<file path="src/rtl/sspr_delay.sv">
module sspr_delay #(
  parameter int unsigned W = 8,
  parameter int unsigned N = 4
) (
  input  logic         clk_i,
  input  logic         rst_ni,
  input  logic [W-1:0] d_i,
  output logic [W-1:0] q_o
);

  logic [W-1:0] tap_q [N];

  // Plain shift line that keeps side data level with a datapath unit.
  always_ff @(posedge clk_i or negedge rst_ni) begin
    if (!rst_ni) begin
      for (int i = 0; i < N; i++) begin
        tap_q[i] <= '0;
      end
    end else begin
      tap_q[0] <= d_i;
      for (int i = 1; i < N; i++) begin
        tap_q[i] <= tap_q[i-1];
      end
    end
  end

  assign q_o = tap_q[N-1];

endmodule

</file>
<file path="config.mk">
export PLATFORM = sky130hd
export DESIGN_NAME = sspr_delay
export DESIGN_NICKNAME = d
export VERILOG_FILES = /design/src/rtl/sspr_delay.sv
export SDC_FILE = /design/constraint.sdc
export NUM_CORES = 1
export LEC_CHECK = 0
export BUFFER_PORTS_ARGS = -buffer_cell sky130_fd_sc_hd__buf_2
export CORE_UTILIZATION = 45
export DETAILED_ROUTE_END_ITERATION = 10
export GPL_ROUTABILITY_DRIVEN = 0
export PLACE_DENSITY = 0.72
export SYNTH_ARGS = -nofsm -noshare
export SYNTH_HDL_FRONTEND = slang
export SYNTH_SLANG_ARGS = --single-unit
</file>
<file path="constraint.sdc">
create_clock -name clk_i -period 0.8 [get_ports clk_i]
set_clock_uncertainty 0.05 [all_clocks]
set_input_delay 0.08 -clock clk_i [delete_from_list [all_inputs] [get_ports clk_i]]
set_output_delay 0.08 -clock clk_i [all_outputs]
set_load 0.05 [all_outputs]
</file>
# Word-level counts from Yosys, hierarchy flattened
# Index checks and enable logic that the tools add are counted.
word_totals:
  input_bits: 10
  reg_bits: 32
  wordCells: 4
  output_inout_bits: 8

# Depth between registers and ports, before layout
depth:
  word_depth: 0
  mapped_depth: 1
  ltp_nobuf: 0

# Worst setup path after synthesis
# OpenSTA, ideal clock, no wires.
synth_timing:
  path_type: "flip-flop to output port"
  from: "register tap_q (netlist bit q_o[0])"
  to: "output port q_o[0]"
  slack_ns: 0.155
  path_buffers: 1
  required_time_ns: 0.670
  arrival_time_ns: 0.515
  path_stages_with_launch: 2
  path_cell_list: "dfrtp_1 > buf_4"
synth_lines:
  columns: ["element", "line_no", "text"]
  rows:
  - ["from (decl)", "11", "logic [W-1:0] tap_q [N];"]
  - ["from (signal, indexed assignment)", "22", "tap_q[i] <= tap_q[i-1];"]
  - ["to (decl)", "8", "output logic [W-1:0] q_o"]
# No word-level cell between the ends.

# Final worst setup path
layout_timing:
  from: "register tap_q (netlist bit q_o[3])"
  to: "output port q_o[3]"
# No word-level cell between the ends.

==> impl_metrics.csv <==
group,metric,value,unit
worst_setup_path,path_delay_family,"flip-flops",
drt,avgRoutedWirePerCell,10.2,µm
synthesis,synth_area,861,µm²
synthesis,yosysWarnings,0,
cells_and_area,drive_gt1_share,37.9,%
cells_and_area,nets,76,
power_and_ir_drop,ir_worst_vdd,1410,µV
flow_run,maxCapViolCount,0,
sta,finalCritPeriodShare,122,%
clock_tree,post-cts-setup-buffer-count,0,
floorplan,die_y,45.7,µm
grt,grt.overflow.total,0,
power_and_ir_drop,seqPwrFrac,59.4,%
clock_tree,numCtsBuffers,5,
floorplan,dieArea,0.00209,mm²
sta,final.setup.worst_slack,-177,ps
grt,first_global_vias,347,
placed_design,dp_slack,122,ps
outcome,violations,"negative setup slack",
cells_and_area,multiInputGateArea,0,µm²
synthesis,synth_top_family_by_area,"buffers and inverters",
sta,tightest_slew,166,ps
cells_and_area,seqCellArea,801,µm²
cells_and_area,area_growth,32.7,%
synthesis,yosys.area_share.xor_xnor,0,%
power_and_ir_drop,cellPowerDensity,2540,mW/mm²
clock_tree,cts_buffer_depth,2,
synthesis,synth-compound-area-share,0,%
worst_setup_path,cp-start-kind,"register",
synthesis,synth.avg_cell_area,21.5,µm²
worst_setup_path,cp_data_arrival_time,850,ps
sta,achievable-frequency,1020,MHz
sta,setup_viol_count_final,8,
drt,routed_wl,932,µm
grt,grtUsageTotal,11.4,%
synthesis,synthMuxAreaShare,0,%
cells_and_area,final_util,64.8,%
clock_tree,cts.htree.levels,2,
sta,slew_violations,0,
placed_design,io_buffer_count,17,
synthesis,yosys.area_share.simple,0,%
worst_setup_path,cp_max_fo,1,
drt,routed_via_density,3.99,
power_and_ir_drop,pwr-share-comb,7.4,%
cells_and_area,nFillCells,136,
floorplan,fp.dieW,45.7,µm
worst_setup_path,cpMaxStageDelayCell,"dfrtp_1",
grt,grt_pass1_wl,1.44,mm
worst_setup_path,critPathBufInv,1,
floorplan,start_util,48.8,%
hold_path,min_path_type,"primary input to asynchronous set/reset pin",
synthesis,synth_nets,50,
power_and_ir_drop,p_int,0.00229,W
worst_setup_path,worstSetupPathType,"register to output pin",
drt,vias,363,
clock_tree,cts_root_buffer,"clkbuf_4",
clock_tree,cts_tree,"yes",
drt,ant_nets,0,
worst_setup_path,cp_slowest_stage_delay,380,ps
floorplan,rows,15,
power_and_ir_drop,power_frac_clock,33.2,%
clock_tree,clk_latency,310,ps
grt,grt_antenna_before_repair,0,
cells_and_area,antenna_cells,0,
floorplan,coreArea,0.00176,mm²
worst_setup_path,crit_chain,"buf_6",
worst_setup_path,cp-end-kind,"output pin",
synthesis,synth_fa_ha_area_share,0,%
synthesis,synthDistinctLibCells,2,
drt,drc,0,
sta,tns,-1360,ps
clock_tree,clock-sinks,32,
synthesis,yosys_register_bits,32,
synthesis,synthCells,40,
drt,first_pass_iters,3,
floorplan,ios,18,
worst_setup_path,required,670,ps
drt,drtIter0Drc,2,
synthesis,yosysSeqAreaShare,93.0,%
power_and_ir_drop,p_sw,0.000609,W
sta,rsz0062_at_grt,"true",
clock_tree,clkSlewWorstSetupHoldPaths,90,ps
power_and_ir_drop,power,0.00290,W
cells_and_area,multi_input_gates,0,
power_and_ir_drop,p_leak,0.541,nW
sta,finalHoldViolations,0,
grt,grt_max_degree,33,
sta,slew_headroom,88.9,%
outcome,outcome,"finished, violations left",
power_and_ir_drop,p_sw_share,21.0,%
sta,finalCriticalPeriod,977,ps
final cells by class:
| class | count | share of cell area, % |
|---|---|---|
| Timing Repair Buffer | 27 | 21.5 |
| Clock buffer | 7 | 5.70 |
| Tap cell | 25 | 2.74 |
| Sequential cell | 32 | 70.1 |
synthesized netlist by cell type:
cell,count,area share [%]
dfrtp_1,32,93
buf_4,8,7.0
layout by cell type, fill, tap and decap left out, drive strengths merged:
cell type     n
dfrtp        32
buf          18
dlygate4sd3   9
clkbuf        7
power groups by stage:
stage,sequential (W),combinational (W),clock (W)
after detailed placement,0.00175,0.000158,0
final,0.00172,0.000216,0.000961
after CTS,0.00172,0.000216,0.000991
after global placement,0.00174,0.000155,0
after global routing,0.00173,0.000231,0.00105
after floorplan,0.00174,0.000107,0
stage by stage:
step	instance area, µm²	std cells	hold slack [ps]
after floorplan	861	40	-266
after global placement	937	75	-15.0
after detailed placement	937	75	-9.52
after CTS	1140	91	176
after global routing	1140	91	208
final	1140	91	187
sequential cells by signal (all words and copies together), names as in the netlist:
signal and flops:
tap_q 24, q_o 8
cell families (layout without fill, tap and decap cells):
| group | Yosys count | after routing |
|---|---|---|
| flops | 32 | 32 |
| buf+inv | 8 | 34 |
what timing repair did:
item | in CTS | in global routing
hold endpoints to repair | 40 | 0
cloned | 0 | 0
resized for setup | 16 | 0
endpoints found under the setup margin | 8 | 8
hold buffers | 9 | 0
metal layers:
layer / vias to the layer above / global-route usage [%] / wire length (µm)
met4: 0 / 8.82 / 33
met3: 6 / 7.14 / 70
met2: 21 / 16.9 / 459
met1: 172 / 11.5 / 369
met5: - / 0 / 0
li1: 164 / - / -
worst paths after layout:
check,start,end,slack [ps],cells after the start
min,rst_ni,tap_q[11]$_DFF_PN0_,190,3
min in group clk_i,tap_q[8]$_DFF_PN0_,q_o[0]$_DFF_PN0_,300,0
max in group asynchronous,rst_ni,q_o[5]$_DFF_PN0_,350,3
min reg2reg,tap_q[8]$_DFF_PN0_,q_o[0]$_DFF_PN0_,300,0
max reg2reg,tap_q[13]$_DFF_PN0_,q_o[5]$_DFF_PN0_,260,0
max,q_o[3]$_DFF_PN0_,q_o[3],-180,1
No activity file was read; power rests on OpenSTA's default activity.
