<file path="config.mk">
export PLATFORM = sky130hd
export DESIGN_NAME = sspr_mul
export DESIGN_NICKNAME = d
export VERILOG_FILES = /design/src/rtl/sspr_mul.sv
export SDC_FILE = /design/constraint.sdc
export NUM_CORES = 2
export LEC_CHECK = 0
export ABC_AREA = 0
export BUFFER_PORTS_ARGS = -buffer_cell sky130_fd_sc_hd__buf_4
export CAP_MARGIN = 20
export CORE_UTILIZATION = 55
export DETAILED_ROUTE_END_ITERATION = 8
export GPL_ROUTABILITY_DRIVEN = 0
export PLACE_DENSITY_LB_ADDON = 0.12
export SYNTH_ARGS = -nofsm -noshare
export SYNTH_HDL_FRONTEND = slang
export SYNTH_SLANG_ARGS = --single-unit
export TNS_END_PERCENT = 1
</file>
<file path="constraint.sdc">
create_clock -name clk_i -period 12.2 [get_ports clk_i]
set_input_delay 3.05 -clock clk_i [delete_from_list [all_inputs] [get_ports clk_i]]
set_output_delay 3.05 -clock clk_i [all_outputs]
set_load 0.02 [all_outputs]
</file>
<file path="src/rtl/sspr_mul.sv">
module sspr_mul #(
  parameter int unsigned AW = 48,
  parameter int unsigned BW = 30
) (
  input  logic          clk_i,
  input  logic [AW-1:0] a_i,
  input  logic [BW-1:0] b_i,
  output logic [AW-1:0] p_o
);

  localparam int unsigned HW = (AW + 1) / 2;
  localparam int unsigned LW = AW - HW;

  logic [HW+BW-1:0] lo_q;
  logic [LW+BW-1:0] hi_q;
  logic [AW-1:0]    p_q;

  // First stage forms two half-width partial products, the second adds them
  // modulo the address width.
  always_ff @(posedge clk_i) begin
    lo_q <= (HW+BW)'(a_i[HW-1:0]) * (HW+BW)'(b_i);
    hi_q <= (LW+BW)'(a_i[AW-1:HW]) * (LW+BW)'(b_i);
    p_q  <= AW'(lo_q) + AW'({hi_q, {HW{1'b0}}});
  end

  assign p_o = p_q;

endmodule

</file>
== After elaboration in Yosys (flattened, before gate mapping) ==
Index checks and enable logic that the tools add are counted.
Cells by class
  multipliers: 2
  $add $sub $neg: 1
Operators with widths (number)
  $add 48x48->48: 1
  $mul 24x30->48: 1
  $mul 24x30->24: 1
Word-level totals
  register bits: 120
  output and inout bits: 48
  bits of input ports: 79
  word-level logic and storage cells: 6

== Depth between registers and ports, before layout ==
  depth in word-level cells: 1
  mapped depth: 28
  gate-level depth less buffers: 25

== Least setup slack after synthesis ==
OpenSTA, ideal clock, no wires.
  kind: input port to flip-flop
  from: in b_i[13]
  to: reg lo_q[38]
  data required time: 12080 ps
  data arrival time: 9279 ps
  library setup time: 120 ps
  slack: 2801 ps
  stages on the path: 27
  path through: clkbuf_1 clkbuf_1 nand2_1 fa_1 inv_1 fa_1 inv_1 fa_1 inv_1 fa_1 inv_1 fa_1 inv_1 fa_1 inv_1 fa_1 inv_1 ha_1 nand3_1 or2_1 nor2_1 o311a_1 nor2_1 o31a_1 o41ai_1 a21oi_1 xnor2_1
Between the ends
  cells in the longest elaborated chain, start to end: 1
RTL lines
  start, declared: RTL line 7  | input logic [BW-1:0] b_i,
  $mul 24x30->48: RTL line 21  | lo_q <= (HW+BW)'(a_i[HW-1:0]) * (HW+BW)'(b_i);
  end signal, assigned: RTL line 21
  end, declared: RTL line 14  | logic [HW+BW-1:0] lo_q;
No other way between the ends.

== Final worst setup path ==
Ends and elaborated chain as after synthesis.

==> impl_metrics.yaml <==
setup_path:
  path_class: "primary input to flip-flop"
  worstPathMaxFanout: 35
  cp_data_arrival_time_ns: 9.84
  cp-start-kind: "primary input"
  r2r_slack_ns: 9.37
  cp_data_required_time_ns: 12.55
  critPathCaptureType: "flip-flop"
clock_network:
  cts_max_path_buffers: 2
  h-tree-depth: 4
  post_cts_buffers: 0
  cts-resized-gates: 0
  clkSinkCount: 120
  clockRootBuffer: "clkbuf_16"
  clk_pin_slew_worst_paths_ns: 0.07
  postCtsHoldBufs: 0
  tritoncts: "yes"
  insertion_delay_ns: 0.47
  cts-buffers-inserted: 17
final_layout:
  fin_nets: 4879
  final.fill_count: 5493
  fin_util: 0.585
  drive_above_1_share: 0.0456
  antenna_cells: 0
  multi_input_area_mm2: 0.0276
  register_area_mm2: 0.00240
  area_growth_pct: 5.38
global_routing:
  grt-ovfl-total: 0
  gr-usage-met2: 0.498
  grt_pass1_wl_mm: 145
  grt_antenna_before_repair: 2
  grt_usage: 0.304
  grt_max_degree: 49
  met1_usage: 0.427
  grt_pass1_vias: 25900
  busiest_layer: "met2"
  gr-usage-met3: 0.0472
synth:
  synth_edf_count: 0
  syn_area_mm2: 0.0342
  synthesis.nets: 4934
  synth_area_leaders: "fa_1, inv_1, ha_1"
  ys_seq_elements: 120
  syn_inst: 3789
  synthFlopType: "dfxtp_1"
  yosysTopAreaCellShare: 0.477
  synth_area_per_cell_um2: 9.02
  yosys_warnings: 0
  ys_types: 59
  async_flop_share: 0
  synth.yosys.seq_area_share: 0.0703
  synth_top_area_cell: "fa_1"
routing:
  drt_first_pass_iters: 5
  drt_iter0_drc: 1711
  totalWireLength_mm: 90.9
  drc: 0
  wl_per_cell_um: 19.8
  ant_nets: 0
  vias: 24600
  via_per_inst: 5.36
floorplan:
  design.core.area_mm2: 0.0616
  num_rows: 91
  start_util: 0.555
  io_pins: 127
  die_area_mm2: 0.0632
  die_x_um: 251
  dieHeight_um: 251
sta:
  setup_tns_ns: 0
  whs_ns: 0.317
  fin_worst_skew_ns: 0.0120
  slew_violations: 0
  timing.final.crit_share: 0.778
  rsz0062_at_grt: "false"
  slew_headroom: 0.487
  setup_violations: 0
  finalCriticalPeriod_ns: 9.49
  max_freq_mhz: 105
  tightestPinTransition_ns: 0.764
  hold_viol_final: 0
run_status:
  status: "complete, no violations"
placed_design:
  hpwl_mm: 69.0
  io_buffers: 126
hold_path:
  hold_class: "flip-flop to flip-flop"
job:
  drv_cap: 0
## cells in the mapped netlist (3+ instances only)
cell      number
nor3_1        17
inv_1        903
a21o_1        33
nor2_1        48
xnor2_1      105
a211oi_1      10
nand2_1      586
o21bai_1       8
a21oi_1       58
o21ai_1       11
xor2_1        31
or3_1          3
nand4_1        5
a31oi_1        9
nand3_1       14
nor2b_1       10
o21ai_0       30
o31ai_1        7
dfxtp_1      120
nand2b_1       7
ha_1         251
fa_1         815
o221ai_1       3
o21a_1        13
and3_1         5
clkbuf_1     199
and2_1       447
## registers in the layout, indices dropped and copies added (netlist names)
register,count
lo_q,48
p_o,48
hi_q,24
## worst paths after layout
kind | from | to | cells past startpoint
setup reg to reg | lo_q[24] | p_o[44] | 12
hold reg to reg | lo_q[15] | p_o[15] | 0
hold / removal | lo_q[15] | p_o[15] | 0
setup / recovery | b_i[13] | lo_q[38] | 26
## critical path, cell delays in order
cell and delay (ns):
buf_4 0.42, nand2_1 0.15, fa_1 0.55, inv_1 0.05, fa_1 0.48, inv_1 0.06
fa_1 0.53, inv_1 0.05, fa_1 0.49, inv_1 0.05, fa_1 0.54, inv_1 0.06
fa_1 0.47, inv_1 0.05, fa_1 0.51, inv_1 0.05, ha_1 0.37, nand3_1 0.16
or2_1 0.28, nor2_1 0.09, o311a_1 0.22, nor2_1 0.12, o31a_1 0.33, o41ai_1 0.38
a21oi_1 0.14, xnor2_1 0.14
## layer usage
metal	wire, um	part of all wire
met5	12	0.00013
met4	2140	0.024
met3	6900	0.076
met2	43100	0.47
met1	38800	0.43
## cell usage in the layout (no fill, tap or decap), drive strengths merged, types with 13 or more instances in the layout
master	count
ha	251
clkbuf	17
nand3	15
fa	815
o21a	13
nor3	17
nor2	48
xor2	31
o21ai	42
inv	914
a21oi	59
xnor2	105
nand2	586
buf	127
a21o	33
and2	447
dfxtp	120
## final cells by class
type                    instances  share of cell area
repair buffers                127              0.0265
clock inverters                15             0.00476
multi-input cells            2565               0.767
well taps                     837              0.0291
flip-flops and latches        120              0.0667
clock buffers                  17              0.0118
inverters                     903              0.0941
## cells by family after synthesis
logic type,Yosys count,synth area share
buf+inv,1104,0.121
compound gates,209,0.0405
fa+ha+maj,1066,0.569
flops,120,0.0703
simple gates,1154,0.164
xor+xnor,136,0.0348
## through the flow
step | instances | instance area (um^2) | worst slack (ns)
2_1_floorplan | 3789 | 34200 | 2.80
3_3_place_gp | 4552 | 35400 | 2.35
3_5_place_dp | 4552 | 35400 | 2.28
4_1_cts | 4584 | 36000 | 2.79
5_1_grt | 4584 | 36000 | 2.39
6_report | 4584 | 36000 | 2.71
Power is not shown: default switching activity piles up to over one toggle a cycle in this logic, so the estimate is an artifact.
