[src/rtl/sspr_div.sv]
module sspr_div #(
  parameter int unsigned NW = 48,
  parameter int unsigned DW = 16
) (
  input  logic          clk_i,
  input  logic [NW-1:0] num_i,
  input  logic [DW-1:0] den_i,
  output logic [NW-1:0] quo_o,
  output logic [DW-1:0] rem_o
);

  // One quotient bit per stage; the dividend shifts out at the top while the
  // quotient bits shift in at the bottom of the same register.
  logic [NW-1:0] num_q [NW];
  logic [DW-1:0] rem_q [NW];
  logic [DW-1:0] den_q [NW-1];

  for (genvar k = 0; k < NW; k++) begin : g_stage
    logic [NW-1:0] num_in;
    logic [DW-1:0] rem_in;
    logic [DW-1:0] den_in;
    logic [DW:0]   trial;
    logic          take;

    if (k == 0) begin : g_first
      assign num_in = num_i;
      assign rem_in = '0;
      assign den_in = den_i;
    end else begin : g_next
      assign num_in = num_q[k-1];
      assign rem_in = rem_q[k-1];
      assign den_in = den_q[k-1];
    end

    // Restoring step: bring down the next bit and subtract if it fits.
    assign trial = {rem_in, num_in[NW-1]};
    assign take  = trial >= {1'b0, den_in};

    always_ff @(posedge clk_i) begin
      num_q[k] <= {num_in[NW-2:0], take};
      rem_q[k] <= take ? DW'(trial - {1'b0, den_in}) : DW'(trial);
    end

    if (k < NW - 1) begin : g_den
      always_ff @(posedge clk_i) begin
        den_q[k] <= den_in;
      end
    end
  end

  assign quo_o = num_q[NW-1];
  assign rem_o = rem_q[NW-1];

endmodule

[config.mk]
export PLATFORM = sky130hd
export DESIGN_NAME = sspr_div
export DESIGN_NICKNAME = d
export VERILOG_FILES = /design/src/rtl/sspr_div.sv
export SDC_FILE = /design/constraint.sdc
export NUM_CORES = 2
export LEC_CHECK = 0
export ABC_AREA = 0
export ABC_CLOCK_PERIOD_IN_PS = 3400
export BUFFER_PORTS_ARGS = -buffer_cell sky130_fd_sc_hd__buf_2
export CORE_UTILIZATION = 60
export DETAILED_ROUTE_END_ITERATION = 6
export PLACE_DENSITY = 0.76
export SLEW_MARGIN = 20
export SYNTH_ARGS = -nofsm -noshare
export SYNTH_HDL_FRONTEND = slang
export SYNTH_SLANG_ARGS = --single-unit
[constraint.sdc]
create_clock -name clk_i -period 3.4 [get_ports clk_i]
set_input_delay 0.68 -clock clk_i [delete_from_list [all_inputs] [get_ports clk_i]]
set_output_delay 0.68 -clock clk_i [all_outputs]
set_load 0.01 [all_outputs]
== Word level (Yosys, flattened, before mapping) ==
Memories as Yosys holds them, arrays and structs flattened.
Index checks and enable logic that the tools add are counted.
Storage, ports and cells
  register bits after elaboration: 0
  latch bits: 0
  bits in writable memories: 3824
  ROM bits: 0
  output and inout bits: 64
  logic and storage cells: 147
  memories kept: 3
Cells by class
  add/subtract/negate cells: 48
  $mul: 0
  div/mod/pow operators: 0
  magnitude comparators: 48
  eq/ne operators: 0
  shifts and indexed selects: 0
  muxes and demuxes: 48
  bitwise logic cells: 0
  reduce and logical (&&, ||, !) cells: 0
Memory list
  num_q: words 48, bits a word 48, rd ports 48, clocked after Yosys merged registers in 0, wr ports 48, RTL line 14  | logic [NW-1:0] num_q [NW];
  rem_q: words 48, bits a word 16, rd ports 48, clocked after Yosys merged registers in 0, wr ports 48, RTL line 15  | logic [DW-1:0] rem_q [NW];
  den_q: words 47, bits a word 16, rd ports 47, clocked after Yosys merged registers in 0, wr ports 47, RTL line 16  | logic [DW-1:0] den_q [NW-1];
Operators by type and width (number)
  $ge A17 B16 Y1: 47
  $mux W16: 48
  $sub A16 B16 Y16: 47
  $ge A1 B16 Y1: 1
  $sub A1 B16 Y16: 1

== Depth between registers and ports, before layout ==
An unclocked memory read counts as a cell.
  depth in word-level cells: 3
  gate-level depth with buffers: 13
  mapped depth without buffers: 12

== Worst setup path after synthesis ==
Ideal clock, no wire load.
  path type: flip-flop to flip-flop
  from: mem den_q[6][1], in the netlist den_q[0][97]
  to: mem rem_q[7][9], in the netlist rem_q[0][121]
  library setup time: 0.121 ns
  data arrival time: 2.865 ns
  required time: 3.279 ns
  slack: 0.414 ns
  stages on the path, launching flop included: 13
  buffers on the path: 1
  path through: dfxtp_1 > inv_1 > ha_1 > nor2b_1 > o31a_1 > nor3_1 > o31ai_1 > a21oi_2 > o21a_1 > o21ai_2 > a2111oi_4 > buf_4 > mux2_2
RTL lines (RTL line)
  start: declaration: 16
  end: declaration: 15

==> out/results.ini <==
[sta]
setup_viol=0
rsz0062_at_grt=no
timing.final.crit_share=0.932
max_freq_mhz=316
skew_ps=71.4
final.min_clock_period_ps=3170
slew_headroom=0.349
hold_viol_final=0
worst-slew-pin-transition_ps=976
setup_tns_ps=0
drv_slew=0

[die]
die_w_um=451
fp.dieArea_um2=203000
die_h_um=451
start_util=0.604
core_um2=200000
placementRows=164
io_pins=129

[setup_path]
critPathCaptureType=flop
critPathLaunchType=flop
crit_start=den_q[0][134]
slowest_delay_ps=400
critPathMaxFanout=15
rr_startpoint=den_q[0][134]
path_class=reg2reg
r2r_slack_ps=230
critPathTopFamily=compound AO/OA/AOI/OAI gates
required_ps=4220
cp.arrival_ps=3990
cp_slowest_cell=a311o_1
crit_top_cell=a21o_1
path_cells=inv_1 -> ha_1 -> a21o_1 -> a21o_1 -> a21oi_1 -> o21ai_1 -> a21o_1 -> o21bai_1 -> a311o_1 -> a211oi_4 -> buf_12 -> mux2_2
cp_num_buf_inv=2

[logic_synthesis]
synth_area_um2=121000
ys.flop_type=dfxtp_1
synth_top_area_cell=dfxtp_1
ys_types=86
synth_top_cell_area_share=0.634
yosysSeqAreaShare=0.634
ys_ff_latch=3824
synth.area.top_cells=dfxtp_1 63%, ha_1 7.8%, mux2_2 3.3%, inv_1 3.1%, xnor2_1 2.6%
synth-edff-count=0
synthesis.nets=11154
synth-async-reset-ratio=0
yosys_warnings=0
synthCells=10288
postSynthAreaPerCell_um2=11.7

[clock_network]
htree_levels=5
root_buffer=clkbuf_16
clk_latency_ps=970
clk_pin_slew_ps=60
numCtsBuffers=366
cts_buffer_depth=4
cts_tree=done
clkSinkCount=3824

[power_and_ir_drop]
sw_frac_of_total=0.302
leakage_nw=62.0
total_power_mw=139
p_int_mw=97.0
seqPwrFrac=0.423
comb_power_share=0.287
power_density_nw_per_um2=1010
p_clk_frac=0.290
ir_worst_vdd_v=0.000621
p_sw_mw=42.0

[finish]
syn2layout_area_growth_pct=14.1
drive_gt1_frac=0.112
final_cell_mix=3824 x dfxtp_1, 986 x inv_1, 754 x ha_1
nets=11678
mostFrequentLayoutCell=dfxtp_1
finalInstanceArea_um2=138000

[outcome]
status=finished with violations
violations=design-rule violations

[place]
dp_hpwl_um=150000
dpl_cell_area_um2=125000
gp_congestion=0.893
port_buffers=128

[drt]
drtIter0Drc=3714
vias=70824
wl_um=215000
firstDrtPassIters=7
postRouteAntennaNets=0
vias_per_cell=5.15
drcViolationCount=20
wire_per_inst_um=15.7

[global_route]
grt_usage=0.210
antenna_found_initial=2
grt_max_degree=34
grt_pass1_vias=71981
grt_pass1_wl_um=354000
grt-ovfl-total=0

[worst_hold_path]
hold_path.class=in2reg
hold_start=num_i[47]

[flow_run]
maxCapViolCount=0

==> logic make-up (layout without fill, tap and decap cells) <==
| family | Yosys count | after routing | synth area share |
|---|---|---|---|
| DFF | 3824 | 3824 | 0.634 |
| AOI/OAI and AO/OA | 1819 | 1819 | 0.0954 |
| and+or+nand+nor | 1774 | 1774 | 0.0707 |
| buffers and inverters | 1096 | 1897 | 0.0347 |
| adders and majority gates | 801 | 801 | 0.0859 |
| xor gates and xnor gates | 529 | 529 | 0.0384 |
| muxes | 445 | 445 | 0.0412 |
| other | 0 | 4 | 0 |
==> state kept, by name, indices dropped and copies added (netlist names) <==
name / flops
num_q: 2304
rem_q: 768
den_q: 752
==> worst register-to-register path, cell delays in order (launching register included) <==
cell      delay [ps]
dfxtp_1          330
inv_1             50
ha_1             340
a21o_1           220
a21o_1           180
a21oi_1          190
o21ai_1          100
a21o_1           190
o21bai_1         160
a311o_1          400
a211oi_4         350
buf_12           210
mux2_2           350
==> cell type report <==
type	instances	area [um2]
Clock inverter	141	1780
Tap cell	2656	3320
Sequential cell	3824	76600
Fill cell	14357	62100
Inverter	986	3700
Clock buffer	504	10400
Antenna cell	4	10.0
Timing Repair Buffer	266	1900
Multi-Input combinational cell	5368	40100
==> what timing repair did <==
action                                  in CTS  in global routing
endpoints found under the setup margin       0                 37
buffers inserted                             0                  1
hold buffers                                63                  0
resized for setup                            0                  3
endpoints found under the hold margin       63                  0
==> routing by layer <==
metal | vias up | track usage | wire [um] | share of wire
li1 | 35842 | - | - | -
met1 | 33228 | 0.259 | 94800 | 0.44
met2 | 1254 | 0.371 | 106000 | 0.49
met3 | 500 | 0.0300 | 7280 | 0.034
met4 | 0 | 0.0805 | 7450 | 0.035
met5 | - | 0 | 0 | 0
==> power by group through the flow <==
stage / clock network [mW] / logic, mW / registers (mW)
2_1_floorplan: 0 / 31.1 / 57.8
3_3_place_gp: 0 / 38.0 / 59.8
3_5_place_dp: 0 / 39.1 / 59.8
4_1_cts: 41.3 / 39.7 / 59.0
5_1_grt: 43.2 / 44.5 / 59.7
6_report: 40.3 / 39.9 / 58.9
==> Yosys cell counts, types with 106 or more instances <==
library cell,count
ha_1,754
xor2_1,172
xnor2_1,357
nand3_1,119
nor2_1,442
inv_1,986
a21o_1,173
nand2b_1,125
a21oi_1,493
o21ai_0,490
nor3_1,171
nand2_1,492
nor2b_1,106
dfxtp_1,3824
mux2_2,359
==> path summary, 6_finish.rpt <==
| check | endpoint | depth (start not counted) |
|---|---|---|
| hold / removal | rem_q[0][0] | 3 |
| setup / recovery | rem_q[0][146] | 12 |
| hold reg to reg | num_q[0][72] | 0 |
| setup reg to reg | rem_q[0][146] | 12 |
==> stage by stage <==
stage / instances / setup WS [ps] / utilization / hold WS [ps]
2_1_floorplan: 10288 / 414 / - / 310
3_3_place_gp: 13036 / 236 / 0.625 / 310
3_5_place_dp: 13036 / 192 / 0.625 / 312
4_1_cts: 13744 / 151 / 0.689 / 2.09
5_1_grt: 13748 / 7.13 / 0.689 / 42.7
6_report: 13749 / 231 / 0.689 / 49.2
(Power assumes the default switching activity.)
